==> config.mk <==
export PLATFORM = sky130hd
export DESIGN_NAME = cwd_isqrt
export DESIGN_NICKNAME = d
export VERILOG_FILES = /design/src/hw/rtl/cwd_pkg.sv /design/src/hw/rtl/cwd_isqrt.sv
export SDC_FILE = /design/constraint.sdc
export NUM_CORES = 1
export LEC_CHECK = 0
export BUFFER_PORTS_ARGS = -buffer_cell sky130_fd_sc_hd__buf_2
export CORE_MARGIN = 2
export CORE_UTILIZATION = 40
export CTS_CLUSTER_DIAMETER = 100
export DETAILED_ROUTE_END_ITERATION = 8
export GPL_ROUTABILITY_DRIVEN = 0
export PLACE_DENSITY = 0.56
export SLEW_MARGIN = 10
export SYNTH_ARGS = -nofsm -noshare
export SYNTH_HDL_FRONTEND = slang
export SYNTH_SLANG_ARGS = --single-unit
==> constraint.sdc <==
create_clock -name i_clk -period 8.8 [get_ports i_clk]
set_input_delay 1.32 -clock i_clk [delete_from_list [all_inputs] [get_ports i_clk]]
set_output_delay 1.32 -clock i_clk [all_outputs]
set_load 0.01 [all_outputs]
==> src/hw/rtl/cwd_pkg.sv <==
// Shared widths and register codes of the wireframe cube distance block.
`default_nettype none
package cwd_pkg;
    localparam int POS_W   = 24;  // signed Q8.16 coordinate
    localparam int CFG_W   = 23;  // unsigned Q7.16 register
    localparam int DIF_W   = 24;  // | |p| - h |
    localparam int SQ_W    = 47;  // square of one axis distance
    localparam int SUM_W   = 48;  // sum of three squares
    localparam int ROOT_W  = 24;  // floor square root of a sum
    localparam int REM_W   = 27;  // square root partial remainder
    localparam int RT_STG  = 8;   // square root pipeline stages
    localparam int RT_STEP = 3;   // root bits resolved per stage
    localparam int LAT     = 4 + RT_STG + 1;

    typedef enum logic [1:0] {
        REG_HALF = 2'd0,
        REG_VRAD = 2'd1,
        REG_ERAD = 2'd2
    } t_reg_idx;
endpackage
`default_nettype wire

==> src/hw/rtl/cwd_isqrt.sv <==
// Pipelined floor square root, three root bits per stage.
`default_nettype none
module cwd_isqrt
    import cwd_pkg::*;
(
    input  wire logic              i_clk,
    input  wire logic              i_en,
    input  wire logic [SUM_W-1:0]  i_rad,
    output logic [ROOT_W-1:0]      o_root
);
    logic [REM_W-1:0]  r_rem  [RT_STG];
    logic [ROOT_W-1:0] r_root [RT_STG];
    logic [SUM_W-1:0]  r_n    [RT_STG];

    for (genvar g = 0; g < RT_STG; g++) begin : g_stg
        logic [REM_W-1:0]  w_rem_in;
        logic [ROOT_W-1:0] w_root_in;
        logic [SUM_W-1:0]  w_n_in;
        logic [REM_W-1:0]  n_rem;
        logic [ROOT_W-1:0] n_root;
        logic [SUM_W-1:0]  n_n;

        if (g == 0) begin : g_head
            assign w_rem_in  = '0;
            assign w_root_in = '0;
            assign w_n_in    = i_rad;
        end else begin : g_body
            assign w_rem_in  = r_rem[g-1];
            assign w_root_in = r_root[g-1];
            assign w_n_in    = r_n[g-1];
        end

        always_comb begin
            logic [REM_W-1:0] rt;
            logic [REM_W-1:0] trial;
            n_rem  = w_rem_in;
            n_root = w_root_in;
            n_n    = w_n_in;
            for (int k = 0; k < RT_STEP; k++) begin
                rt    = {n_rem[REM_W-3:0], n_n[SUM_W-1 -: 2]};
                trial = {1'b0, n_root, 2'b01};
                n_n   = {n_n[SUM_W-3:0], 2'b00};
                if (rt >= trial) begin
                    n_rem  = rt - trial;
                    n_root = {n_root[ROOT_W-2:0], 1'b1};
                end else begin
                    n_rem  = rt;
                    n_root = {n_root[ROOT_W-2:0], 1'b0};
                end
            end
        end

        always_ff @(posedge i_clk) begin
            if (i_en) begin
                r_rem[g]  <= n_rem;
                r_root[g] <= n_root;
                r_n[g]    <= n_n;
            end
        end
    end

    assign o_root = r_root[RT_STG-1];
endmodule
`default_nettype wire
======== Yosys cells after proc, flatten, opt, wreduce, memory -nomap -nowiden ========
Memory sizes are Yosys's and may differ from the RTL's.
Index checks and enable logic that the tools add are counted.
word-level totals
  input bits .............................. 50
  register bits ........................... 0
  output and inout bits ................... 24
  logic and storage cells ................. 101
  memory bits (writable) .................. 744
  memories ................................ 3
cells by class
  multiplexer cells ....................... 50
  $lt $le $gt $ge ......................... 24
  add/sub/neg operators ................... 24
memory list
  memory  words  bits a word  read ports  clocked after Yosys merged registers in  wr ports  RTL line         text
  r_n     8      42           7           0                                        8         cwd_isqrt.sv:13  logic [SUM_W-1:0] r_n [RT_STG];
  r_rem   8      27           7           0                                        8         cwd_isqrt.sv:11  logic [REM_W-1:0] r_rem [RT_STG];
  r_root  8      24           8           0                                        8         cwd_isqrt.sv:12  logic [ROOT_W-1:0] r_root [RT_STG];
operator list
  cell                                                                                  number
  27-bit by 26-bit greater-or-equal comparator with 1-bit output                        21
  25-bit two-way mux                                                                    16
  25-bit subtractor                                                                     14
  27-bit two-way mux                                                                    8
  27-bit by 26-bit subtractor with 27-bit output                                        7
  27-bit by 3-bit greater-or-equal comparator with 1-bit output                         1
  27-bit by 4-bit greater-or-equal comparator with 1-bit output                         1
  27-bit by 4-bit subtractor with 27-bit output                                         1
  1-bit two-way mux                                                                     26
  25-bit by 3-bit subtractor with 25-bit output                                         1
  2-bit by 1-bit subtractor with 3-bit output (second input constant)                   1
  2-bit by 1-bit greater-or-equal comparator with 1-bit output (second input constant)  1

======== Logic depth before layout (Yosys ltp) ========
An unclocked memory read counts as a cell.
  word-level depth ........................ 7
  mapped depth ............................ 44
  depth with buffers taken out ............ 40

======== Worst setup path after synthesis ========
OpenSTA, ideal clock, no wires.
  kind .................................... register to register
  from .................................... mem r_root[3][8], in the netlist r_root[0][80]
  to ...................................... mem r_rem[4][15], data pin
  library setup time ...................... 0.262 ns
  path slack .............................. 0.487 ns
  stages on the path, launching flop included .. 42
  period minus slack after synthesis ...... 8.313 ns
  data required time ...................... 8.538 ns
  arrival time ............................ 8.051 ns
  buffers on the path ..................... 7
  path through ............................ edfxtp_1 -> inv_1 -> ha_1 -> and3_1 -> and3_1 -> a2111oi_2 -> o21ai_1 -> a31o_2 -> buf_2 -> buf_1 -> clkbuf_1 -> o21ai_0 -> inv_1 -> ha_1 -> a21o_1 -> a21o_1 -> a21o_1 -> a21o_1 -> [... 6 more ...] -> clkbuf_1 -> buf_1 -> nand2_1 -> o31ai_1 -> ha_1 -> a21oi_1 -> o21ai_0 -> nand4_1 -> nand2_1 -> nand2_1 -> nand2_1 -> o21ai_0 -> a31oi_1 -> or4b_1 -> nand3b_1 -> buf_2 -> buf_2 -> mux2_1
RTL lines
  element          RTL line
  start, declared  cwd_isqrt.sv:12
  end, declared    cwd_isqrt.sv:11

==> results.cfg <==
[routing]
routed_wl_um = 106000
drt_pass1_iterations = 6
vias = 31800
vias_per_cell = 5.71
wire_per_inst_um = 19.0
drc = 0
drtIter0Drc = 2720
ant_nets = 0

[timing]
hold_ws_ps = 412
tightest_slew_ps = 991
slew_headroom = 0.331
clock_skew_ps = 16.3
post-route-min-period_ps = 8400
setup-tns-final_ps = 0
setup_violations = 0
drv_slew = 0
max_freq_mhz = 119
min_period_over_period = 0.954
hold_viol = 0

[yosys]
synth_edf_count = 451
ys_seq_area_frac = 0.358
synth_flop_cell = edfxtp_1
netlist_instances = 4164
synthArstFlopShare = 0
ys_ff_latch = 451
yosys.cell_types.count = 110
syn_area_per_cell_um2 = 9.08
netlist_area_um2 = 37800
ys.warnings.count = 0

[setup_path]
cp-startpoint = r_root[1][26]
crit_slowest_cell = or4_1
cpPeakStageDelay_ps = 630
path_class = flop to flop
path_max_fanout = 29
endpoint_kind = flop
arrival_ps = 8790
worst_setup_path_start_kind = flop
required_ps = 9200
r2r-start = r_root[1][26]

[finish]
regArea_um2 = 13500
fin_cells = 5578
finish.net_count = 4651
drive_gt1_frac = 0.0937
multi_input_area_um2 = 23100
antenna_cells = 0
fill_cells = 9110
utilization = 0.451
syn_to_final_growth_pct = 11.4

[power]
leakage_nw = 17.0
pwr_density_cell_nw_per_um2 = 331
total_power_mw = 13.9
worst_ir_drop_vdd_v = 0.000231

[floorplan]
io_pins = 74
die-area_um2 = 97000
initial_core_util = 0.405
die_w_um = 311
die_h_um = 311
core.rowCount = 112
core_area_um2 = 93500

[global_route]
grt_max_degree = 150
antenna_found_initial = 3
use_met3 = 0.0233
use_met1 = 0.300
grt_usage = 0.212
overflow = 0
grt_pass1_wl_um = 166000
grt_use_met2 = 0.338
grt_pass1_vias = 29700
grt-busiest-layer = met2

[hold_path]
hold_path_class = flop to flop
hold_start = r_n[1][13]

[placement]
dp_hpwl_um = 83300
place_inst = 5461
io_buffers = 73

[clock_tree]
cts_inserted_buffers = 54
clk_pin_slew_ps = 60
insertion_delay_ps = 660
cts_root_buf = clkbuf_16
cts_buffer_depth = 3
cts_tree = yes
clock-sinks = 451
cts_max_level = 2

[outcome]
status = complete, no violations

[job]
drv_cap = 0
## critical path, delay by kind of cell (launching register included)
family | cells | cell delay, ps
AO/OA/AOI/OAI | 8 | 2250
AND/OR/NAND/NOR | 8 | 1840
multiplexers | 4 | 1310
adder cells (fa/ha/maj) | 3 | 1130
buffers and inverters | 5 | 1120
flip-flops | 1 | 480
## what timing repair did
item / CTS / global route
buffers inserted: 0 / 12
hold buffers: 0 / 0
resized for setup: 0 / 36
setup endpoints to repair: 0 / 93
## area by class of cell
class | count | area share
clock inverter | 45 | 0.0127
tap | 1254 | 0.0372
timing repair buffer | 164 | 0.0271
inverter | 240 | 0.0214
clock buffer | 57 | 0.0323
multi-input combinational | 3367 | 0.548
sequential | 451 | 0.321
## final timing paths
path / cells past startpoint / slack, ps / to
min: 0 / 410 / r_n[2][19]
max reg2reg: 28 / 400 / r_rem[6][20]
min reg2reg: 0 / 410 / r_n[2][19]
max: 28 / 400 / r_rem[6][20]
## through the flow
step                setup WS (ps)  area [um2]
floorplan                     487       37800
CTS                           126       41900
global route                -69.1       42100
finish                        405       42100
detailed placement            182       40000
global placement              180       40000
## cells by family after synthesis
logic type | count (synthesis) | synth area share
fa+ha+maj | 323 | 0.107
compound gates | 1163 | 0.201
simple gates | 1415 | 0.188
other cells | 1 | 0.0000992
flops | 451 | 0.358
buf+inv | 349 | 0.0358
xor+xnor | 386 | 0.0894
mux | 76 | 0.0217
## power breakdown
| part | internal [mW] | switching [mW] |
|---|---|---|
| Sequential | 2.99 | 0.348 |
| Clock | 1.40 | 0.965 |
| Combinational | 3.42 | 4.82 |
| Total | 7.81 | 6.14 |
## per-layer routing
metal / part of all wire / routed length, um
met1: 0.47 / 49400
met5: 0 / 0
met2: 0.45 / 48200
met3: 0.051 / 5410
met4: 0.028 / 3000
## synth_stat cells (8+ instances only)
cell type  instances  area, um2
nand3_1          110        551
a21o_1           147       1100
a211oi_1          50        375
a31o_2            13        114
nand2_1          368       1380
a221oi_1           8       70.1
inv_1            233        875
nand3b_1          15        113
or2_2             21        131
and4_1            15        131
and2_1            31        194
buf_1             11       41.3
buf_2             21        105
a31oi_1           28        175
nor4_1            55        344
nor2b_1           41        257
nor3_1           110        551
a41oi_1            8       70.1
mux2i_1           28        280
xor2_1           146       1280
o21bai_1          36        270
o211ai_1          20        150
a21oi_1          328       1640
o2111ai_1         11       96.3
a211o_1           16        140
nor2_1           351       1320
nand4_1           64        400
nand4b_1          11       96.3
mux2_2            47        529
nand2b_1          51        319
edfxtp_1         451      13500
or4_1             24        180
nor3b_1           17        128
and3_1            39        244
o31a_1            11       96.3
o21ai_0          252       1260
a21boi_0          17        128
o21a_1            40        300
xnor2_1          240       2100
a311oi_1          11       96.3
clkbuf_1          72        270
ha_1             323       4040
o31ai_1           58        435
a2111oi_0         10       87.6
or3_1             45        282
## sequential cells by signal, summed over array words and instances (netlist names)
name / flops
r_rem: 175
r_root: 108
r_n: 168
## cell usage in the layout, fill, tap and decap left out, types with 13 or more instances in the layout
| master | count |
|---|---|
| ha_1 | 321 |
| o31ai_1 | 57 |
| nand3b_1 | 15 |
| xor2_1 | 146 |
| nor3b_1 | 17 |
| a31o_2 | 13 |
| nor4_1 | 52 |
| clkinv_1 | 17 |
| inv_1 | 230 |
| buf_2 | 72 |
| clkbuf_16 | 56 |
| a211oi_1 | 47 |
| a21o_1 | 147 |
| edfxtp_1 | 451 |
| and3_1 | 39 |
| buf_4 | 83 |
| o21a_1 | 40 |
| nor2_1 | 351 |
| nand3_1 | 110 |
| a21boi_0 | 17 |
| nand4_1 | 64 |
| mux2i_1 | 28 |
| nor2b_1 | 41 |
| a211o_1 | 16 |
| a21oi_1 | 323 |
| and4_1 | 15 |
| nor3_1 | 108 |
| and2_1 | 31 |
| nand2b_1 | 51 |
| a31oi_1 | 27 |
| xnor2_1 | 239 |
| o21ai_0 | 248 |
| or2_2 | 21 |
| o211ai_1 | 20 |
| or4_1 | 24 |
| o21bai_1 | 36 |
| or3_1 | 45 |
| nand2_1 | 368 |
| mux2_2 | 47 |
Power figures use the tool's default switching activity.
