==> src/hw/rtl/cwd_pkg.sv <==
// Shared widths and register codes of the wireframe cube distance block.
`default_nettype none
package cwd_pkg;
    localparam int POS_W   = 24;  // signed Q8.16 coordinate
    localparam int CFG_W   = 23;  // unsigned Q7.16 register
    localparam int DIF_W   = 24;  // | |p| - h |
    localparam int SQ_W    = 47;  // square of one axis distance
    localparam int SUM_W   = 48;  // sum of three squares
    localparam int ROOT_W  = 24;  // floor square root of a sum
    localparam int REM_W   = 27;  // square root partial remainder
    localparam int RT_STG  = 8;   // square root pipeline stages
    localparam int RT_STEP = 3;   // root bits resolved per stage
    localparam int LAT     = 4 + RT_STG + 1;

    typedef enum logic [1:0] {
        REG_HALF = 2'd0,
        REG_VRAD = 2'd1,
        REG_ERAD = 2'd2
    } t_reg_idx;
endpackage
`default_nettype wire

==> src/hw/rtl/cwd_axis.sv <==
// One axis: distance to the nearer face plane and its square, two stages.
`default_nettype none
module cwd_axis
    import cwd_pkg::*;
(
    input  wire logic                    i_clk,
    input  wire logic                    i_en,
    input  wire logic signed [POS_W-1:0] i_pos,
    input  wire logic [CFG_W-1:0]        i_half,
    output logic [SQ_W-1:0]              o_sq,
    output logic                         o_inside
);
    logic signed [POS_W:0] w_pe;
    logic signed [POS_W:0] w_abs;
    logic signed [POS_W:0] w_diff;
    logic [DIF_W-1:0]      n_d;
    logic [DIF_W-1:0]      r_d;
    logic                  r_in1;
    logic [SQ_W-1:0]       r_sq;
    logic                  r_in2;
    logic [2*DIF_W-1:0]    w_prod;

    always_comb begin
        w_pe   = {i_pos[POS_W-1], i_pos};
        w_abs  = w_pe[POS_W] ? -w_pe : w_pe;
        w_diff = w_abs - $signed({2'b00, i_half});
        n_d    = w_diff[POS_W] ? DIF_W'(-w_diff) : DIF_W'(w_diff);
        w_prod = r_d * r_d;
    end

    always_ff @(posedge i_clk) begin
        if (i_en) begin
            r_d   <= n_d;
            r_in1 <= w_diff[POS_W];   // strictly inside the edge span
            r_sq  <= w_prod[SQ_W-1:0];
            r_in2 <= r_in1;
        end
    end

    assign o_sq     = r_sq;
    assign o_inside = r_in2;
endmodule
`default_nettype wire

==> config.mk <==
export PLATFORM = sky130hd
export DESIGN_NAME = cwd_axis
export DESIGN_NICKNAME = d
export VERILOG_FILES = /design/src/hw/rtl/cwd_pkg.sv /design/src/hw/rtl/cwd_axis.sv
export SDC_FILE = /design/constraint.sdc
export NUM_CORES = 1
export LEC_CHECK = 0
export BUFFER_PORTS_ARGS = -buffer_cell sky130_fd_sc_hd__buf_2
export CORE_MARGIN = 2
export CORE_UTILIZATION = 48
export CTS_BUF_LIST = sky130_fd_sc_hd__clkbuf_8
export DETAILED_ROUTE_END_ITERATION = 10
export PLACE_DENSITY_LB_ADDON = 0.08
export SLEW_MARGIN = 20
export SYNTH_ARGS = -nofsm -noshare
export SYNTH_HDL_FRONTEND = slang
export SYNTH_SLANG_ARGS = --single-unit
==> constraint.sdc <==
create_clock -name i_clk -period 16.4 [get_ports i_clk]
set_input_delay 1.64 -clock i_clk [delete_from_list [all_inputs] [get_ports i_clk]]
set_output_delay 1.64 -clock i_clk [all_outputs]
set_load 0.03 [all_outputs]
# Word-level counts from Yosys, hierarchy flattened
# Cells that the tools add are included.
[word_totals]
output_inout_bits = 48
in_bits = 49
wordCells = 10
reg_bits = 73
[classes]
multipliers = 1
muxes = 2
addsub = 3
[op_table]
columns = ["cell", "count"]
rows = [
  ["multiplier 24 x 24 -> 47 bit", 1],
  ["two-way mux 25 bit", 1],
  ["negation 24 -> 25 bit", 1],
  ["subtractor 25 x 24 -> 25 bit", 1],
  ["two-way mux 24 bit", 1],
  ["negation 24 bit", 1],
]

# Depth between registers and ports, before layout
[logic_depth]
word_depth = 5
ltp_mapped = 29
mapped_depth_nobuf = 27

# Least setup slack after synthesis
# Ideal clock, no wire load.
[synth_path]
path_kind = "reg2reg"
start = "register r_d[18]"
end = "register r_sq[46], in the netlist o_sq[46], data pin"
path_stages_with_launch = 27
period_less_slack_ns = 7.279
t_arrival_ns = 7.019
setup_ns = 0.260
path_slack_ns = 9.121
path_cell_list = "edfxtp_1 > clkbuf_1 > clkbuf_1 > nand2_1 > fa_1 > inv_1 > fa_1 > inv_1 > fa_1 > inv_1 > fa_1 > fa_1 > fa_1 > inv_1 > fa_1 > inv_1 > ha_1 > a21oi_1 > o21ai_0 > a2111oi_0 > a211oi_1 > o21ai_1 > o21ai_1 > a2111oi_0 > o31ai_1 > a21oi_1 > xnor2_1"
[synth_via]
elab_chain_len = 1
[synth_lines]
columns = ["element", "line_no", "source"]
rows = [
  ["from (decl)", "cwd_axis.sv:17", "logic [DIF_W-1:0] r_d;"],
  ["from (signal assigned)", "cwd_axis.sv:33", "r_d <= n_d;"],
  ["multiplier 24 x 24 -> 47 bit", "cwd_axis.sv:28", "w_prod = r_d * r_d;"],
  ["via w_prod[46]", "cwd_axis.sv:21", "logic [2*DIF_W-1:0] w_prod;"],
  ["to (signal assigned)", "cwd_axis.sv:35", "r_sq <= w_prod[SQ_W-1:0];"],
  ["to (decl)", "cwd_axis.sv:19", "logic [SQ_W-1:0] r_sq;"],
]
# The timed path passes the listed nets, and every way through them passes these cells.
# A chain may end at the register's enable or synchronous reset.

# Worst setup path after layout
[layout_path]
start = "register r_d[15]"
end = "register r_sq[46], in the netlist o_sq[46], data pin"
# The elaborated chain is that of the path after synthesis.

==> load_flow_metrics.sql <==
INSERT INTO impl_metrics (metric_group, metric, value, unit) VALUES
('die', 'top_level_ports', '97', ''),
('place', 'detailed_placer_s_ending_hpwl', '39100', 'um'),
('route', 'detailedRoute.firstPassIterationCount', '7', ''),
('timing', 'tightest_slew', '1.03', 'ns'),
('worst_setup_path', 'critical_path_required', '16.55', 'ns'),
('worst_setup_path', 'timing.critical_path.fanout_max', '20', ''),
('timing', 'setup_ws', '7.90', 'ns'),
('worst_setup_path', 'ff2ff_setup_slack', '7.90', 'ns'),
('clock_network', 'clockRootBuffer', 'sky130_fd_sc_hd__clkbuf_8', ''),
('global_route', 'first_global_vias', '15597', ''),
('finish', 'fin_nets', '2936', ''),
('timing', 'count_of_pins_over_their_slew_limit', '0', ''),
('timing', 'rsz_0062_raised_after_global_routing', 'no', ''),
('die', 'die_area', '44700', 'um2'),
('yosys', 'synth_enable_flop_cells', '72', ''),
('finish', 'area_growth_syn_to_layout', '6.22', '%'),
('yosys', 'synthMostInstantiatedCell', 'sky130_fd_sc_hd__inv_1', ''),
('finish', 'fillerInstances', '3997', ''),
('route', 'viasPerCell', '5.01', ''),
('yosys', 'netlist_top_cells_area', 'sky130_fd_sc_hd__fa_1, sky130_fd_sc_hd__ha_1, sky130_fd_sc_hd__inv_1', ''),
('route', 'drcViolationCount', '0', ''),
('place', 'placed_cell_area', '21700', 'um2'),
('yosys', 'ys.warnings.count', '0', ''),
('timing', 'maxClockFrequency', '118', 'MHz'),
('place', 'dp_worst_setup_slack', '7.97', 'ns'),
('finish', 'final_cell_area', '21900', 'um2'),
('die', 'core', '42200', 'um2'),
('yosys', 'ys_async_rst_share', '0', '%'),
('yosys', 'seq_area_frac_synth', '10.5', '%'),
('finish', 'antenna_cells', '0', ''),
('timing', 'setup_viol', '0', ''),
('timing', 'hold_viol', '0', ''),
('yosys', 'syn_nets', '2871', ''),
('clock_network', 'clkSinkCount', '72', ''),
('yosys', 'synth_ff_type', 'sky130_fd_sc_hd__edfxtp_1', ''),
('clock_network', 'worst_skew_pair.late_latency', '0.40', 'ns'),
('timing', 'maxSlewHeadroom', '31.4', '%'),
('clock_network', 'cts_inserted_buffers', '9', ''),
('yosys', 'post_synth_num_cell_types', '71', ''),
('die', 'start_util', '48.9', '%'),
('yosys', 'synth-seq-cells', '72', ''),
('route', 'via_count', '14055', ''),
('worst_setup_path', 'critical_path_endpoint_category', 'flip-flop', ''),
('yosys', 'netlist_top_cells_count', 'sky130_fd_sc_hd__inv_1, sky130_fd_sc_hd__fa_1, sky130_fd_sc_hd__ha_1', ''),
('timing', 'timing.clock.skew', '0.0213', 'ns'),
('die', 'placementRows', '75', ''),
('global_route', 'globalRoute.totalOverflow', '0', ''),
('place', 'port_buffers', '95', ''),
('clock_network', 'hold_buffers', '0', ''),
('flow_run', 'timing.max_cap.violations', '0', ''),
('global_route', 'global_route.usage.total', '22.9', '%'),
('yosys', 'netlist_area', '20600', 'um2'),
('yosys', 'post-synth-top-area-fraction', '41.1', '%'),
('worst_setup_path', 'timing.critical_path.arrival', '8.65', 'ns'),
('place', 'gp_congestion', '0.859', ''),
('worst_setup_path', 'type_of_the_worst_setup_path', 'flip-flop to flip-flop', ''),
('global_route', 'grt_pass1_wl', '79800', 'um'),
('yosys', 'post-synth-top-area-cell', 'sky130_fd_sc_hd__fa_1', ''),
('route', 'drtIter0Drc', '644', ''),
('clock_network', 'cts_htree_levels', '3', ''),
('worst_setup_path', 'worst_setup_path_start_kind', 'flip-flop', ''),
('worst_hold_path', 'min_path_type', 'flip-flop to flip-flop', ''),
('die', 'floorplan.die.width', '211', 'um'),
('die', 'chipHeight', '211', 'um'),
('global_route', 'grt_start_max_net_pins', '61', ''),
('route', 'drtAntennaViolNets', '0', ''),
('finish', 'drive_gt1_share', '6.61', '%'),
('route', 'drt-total-wl', '47400', 'um'),
('clock_network', 'clock_pin_slew_on_the_worst_setup_and_hold_paths', '0.09', 'ns'),
('timing', 'final_period_minus_worst_setup_slack', '8.50', 'ns'),
('timing', 'post-route-period-util', '51.8', '%'),
('clock_network', 'cts_tree', 'yes', ''),
('clock_network', 'clk_path_buf_depth', '2', ''),
('clock_network', 'post-cts-setup-buffers', '0', ''),
('yosys', 'syn-mean-instance-area', '9.38', 'um2'),
('clock_network', 'ctsResizeCount', '0', ''),
('route', 'post_drt_wl_per_cell', '16.9', 'um'),
('yosys', 'post_synth_inst_count', '2199', ''),
('global_route', 'number_of_antenna_violations_at_the_first_check_in_global_routing', '0', ''),
('timing', 'finalSetupTns', '0', 'ns'),
('run_status', 'run_status', 'finished clean', '');
## kinds of logic after synthesis
group           Yosys count  share of synthesized area (%)
buf+inv                 695                           12.7
fa+ha+maj               623                           53.2
simple gates            457                           11.0
compound gates          232                           7.48
xor+xnor                117                           4.97
flops                    72                           10.5
mux                       2                          0.103
other cells               1                         0.0182
## sequential cells by signal, indices dropped and copies added, names as in the netlist
| name | flops |
|---|---|
| r_d | 24 |
| r_in1 | 1 |
| o_sq | 46 |
| o_inside | 1 |
## through the flow
stage / std cells / util [%] / hold slack, ns
2_1_floorplan: 2199 / - / 0.400
3_3_place_gp: 2792 / 51.4 / 0.401
3_5_place_dp: 2792 / 51.4 / 0.428
4_1_cts: 2808 / 51.9 / 0.430
5_1_grt: 2808 / 51.9 / 0.433
6_report: 2808 / 51.9 / 0.422
## cell usage in the layout, fill, tap and decap left out, types with 4 or more instances in the layout
cell type                     n
sky130_fd_sc_hd__nand2b_1    18
sky130_fd_sc_hd__or2_2        5
sky130_fd_sc_hd__o21bai_1     6
sky130_fd_sc_hd__inv_1      632
sky130_fd_sc_hd__o31ai_1     13
sky130_fd_sc_hd__nand4_1      5
sky130_fd_sc_hd__xnor2_1     86
sky130_fd_sc_hd__xor2_1      31
sky130_fd_sc_hd__nand2_1    195
sky130_fd_sc_hd__a21o_1      40
sky130_fd_sc_hd__o2111ai_1    4
sky130_fd_sc_hd__and3_1       8
sky130_fd_sc_hd__a21oi_1     58
sky130_fd_sc_hd__o21ai_1     18
sky130_fd_sc_hd__buf_4       23
sky130_fd_sc_hd__nor2_1      49
sky130_fd_sc_hd__nor3_1      12
sky130_fd_sc_hd__nand3_1      8
sky130_fd_sc_hd__and2_1     119
sky130_fd_sc_hd__a31oi_1      7
sky130_fd_sc_hd__edfxtp_1    72
sky130_fd_sc_hd__ha_1       199
sky130_fd_sc_hd__a221oi_1     4
sky130_fd_sc_hd__buf_2       94
sky130_fd_sc_hd__fa_1       424
sky130_fd_sc_hd__o21ai_0     36
sky130_fd_sc_hd__clkbuf_8     9
sky130_fd_sc_hd__nor2b_1     16
sky130_fd_sc_hd__a211oi_1     8
## per-layer routing
metal  global-route usage (%)  vias up  wire (um)
li1                         -     6739          -
met1                     30.4     7058      21500
met2                     40.4      210      23700
met3                     2.55       48       1360
met4                     4.98        0        811
met5                        0        -          0
## critical path, cell delays in order, from the launching register on
cell and delay (ns):
sky130_fd_sc_hd__edfxtp_1 0.90, sky130_fd_sc_hd__inv_1 0.34, sky130_fd_sc_hd__nor2_1 0.23, sky130_fd_sc_hd__fa_1 0.50
sky130_fd_sc_hd__fa_1 0.53, sky130_fd_sc_hd__inv_1 0.05, sky130_fd_sc_hd__fa_1 0.47, sky130_fd_sc_hd__inv_1 0.06
sky130_fd_sc_hd__fa_1 0.48, sky130_fd_sc_hd__fa_1 0.50, sky130_fd_sc_hd__fa_1 0.49, sky130_fd_sc_hd__inv_1 0.05
sky130_fd_sc_hd__fa_1 0.47, sky130_fd_sc_hd__inv_1 0.06, sky130_fd_sc_hd__ha_1 0.35, sky130_fd_sc_hd__a21oi_1 0.15
sky130_fd_sc_hd__o21ai_0 0.17, sky130_fd_sc_hd__a2111oi_0 0.41, sky130_fd_sc_hd__a211oi_1 0.22, sky130_fd_sc_hd__o21ai_1 0.43
sky130_fd_sc_hd__o21ai_1 0.27, sky130_fd_sc_hd__a2111oi_0 0.66, sky130_fd_sc_hd__o31ai_1 0.16, sky130_fd_sc_hd__a21oi_1 0.19
sky130_fd_sc_hd__xnor2_1 0.08
## worst paths after layout
path	startpoint	endpoint	cells after the start
worst max-delay path	r_d[15]	o_sq[46]	24
worst max register to register	r_d[15]	o_sq[46]	24
worst min register to register	r_in1	o_inside	0
worst min-delay path	r_in1	o_inside	0
## cell type report
type | instances | area (um2) | share of cell area, %
clock inverters | 7 | 93.8 | 0.428
well taps | 539 | 674 | 3.08
flip-flops and latches | 72 | 2160 | 9.87
repair buffers | 117 | 643 | 2.93
clock buffers | 9 | 124 | 0.565
inverters | 632 | 2370 | 10.8
multi-input cells | 1432 | 15800 | 72.3
Power is not shown: default switching activity piles up to over one toggle a cycle in this logic, so the estimate is an artifact.
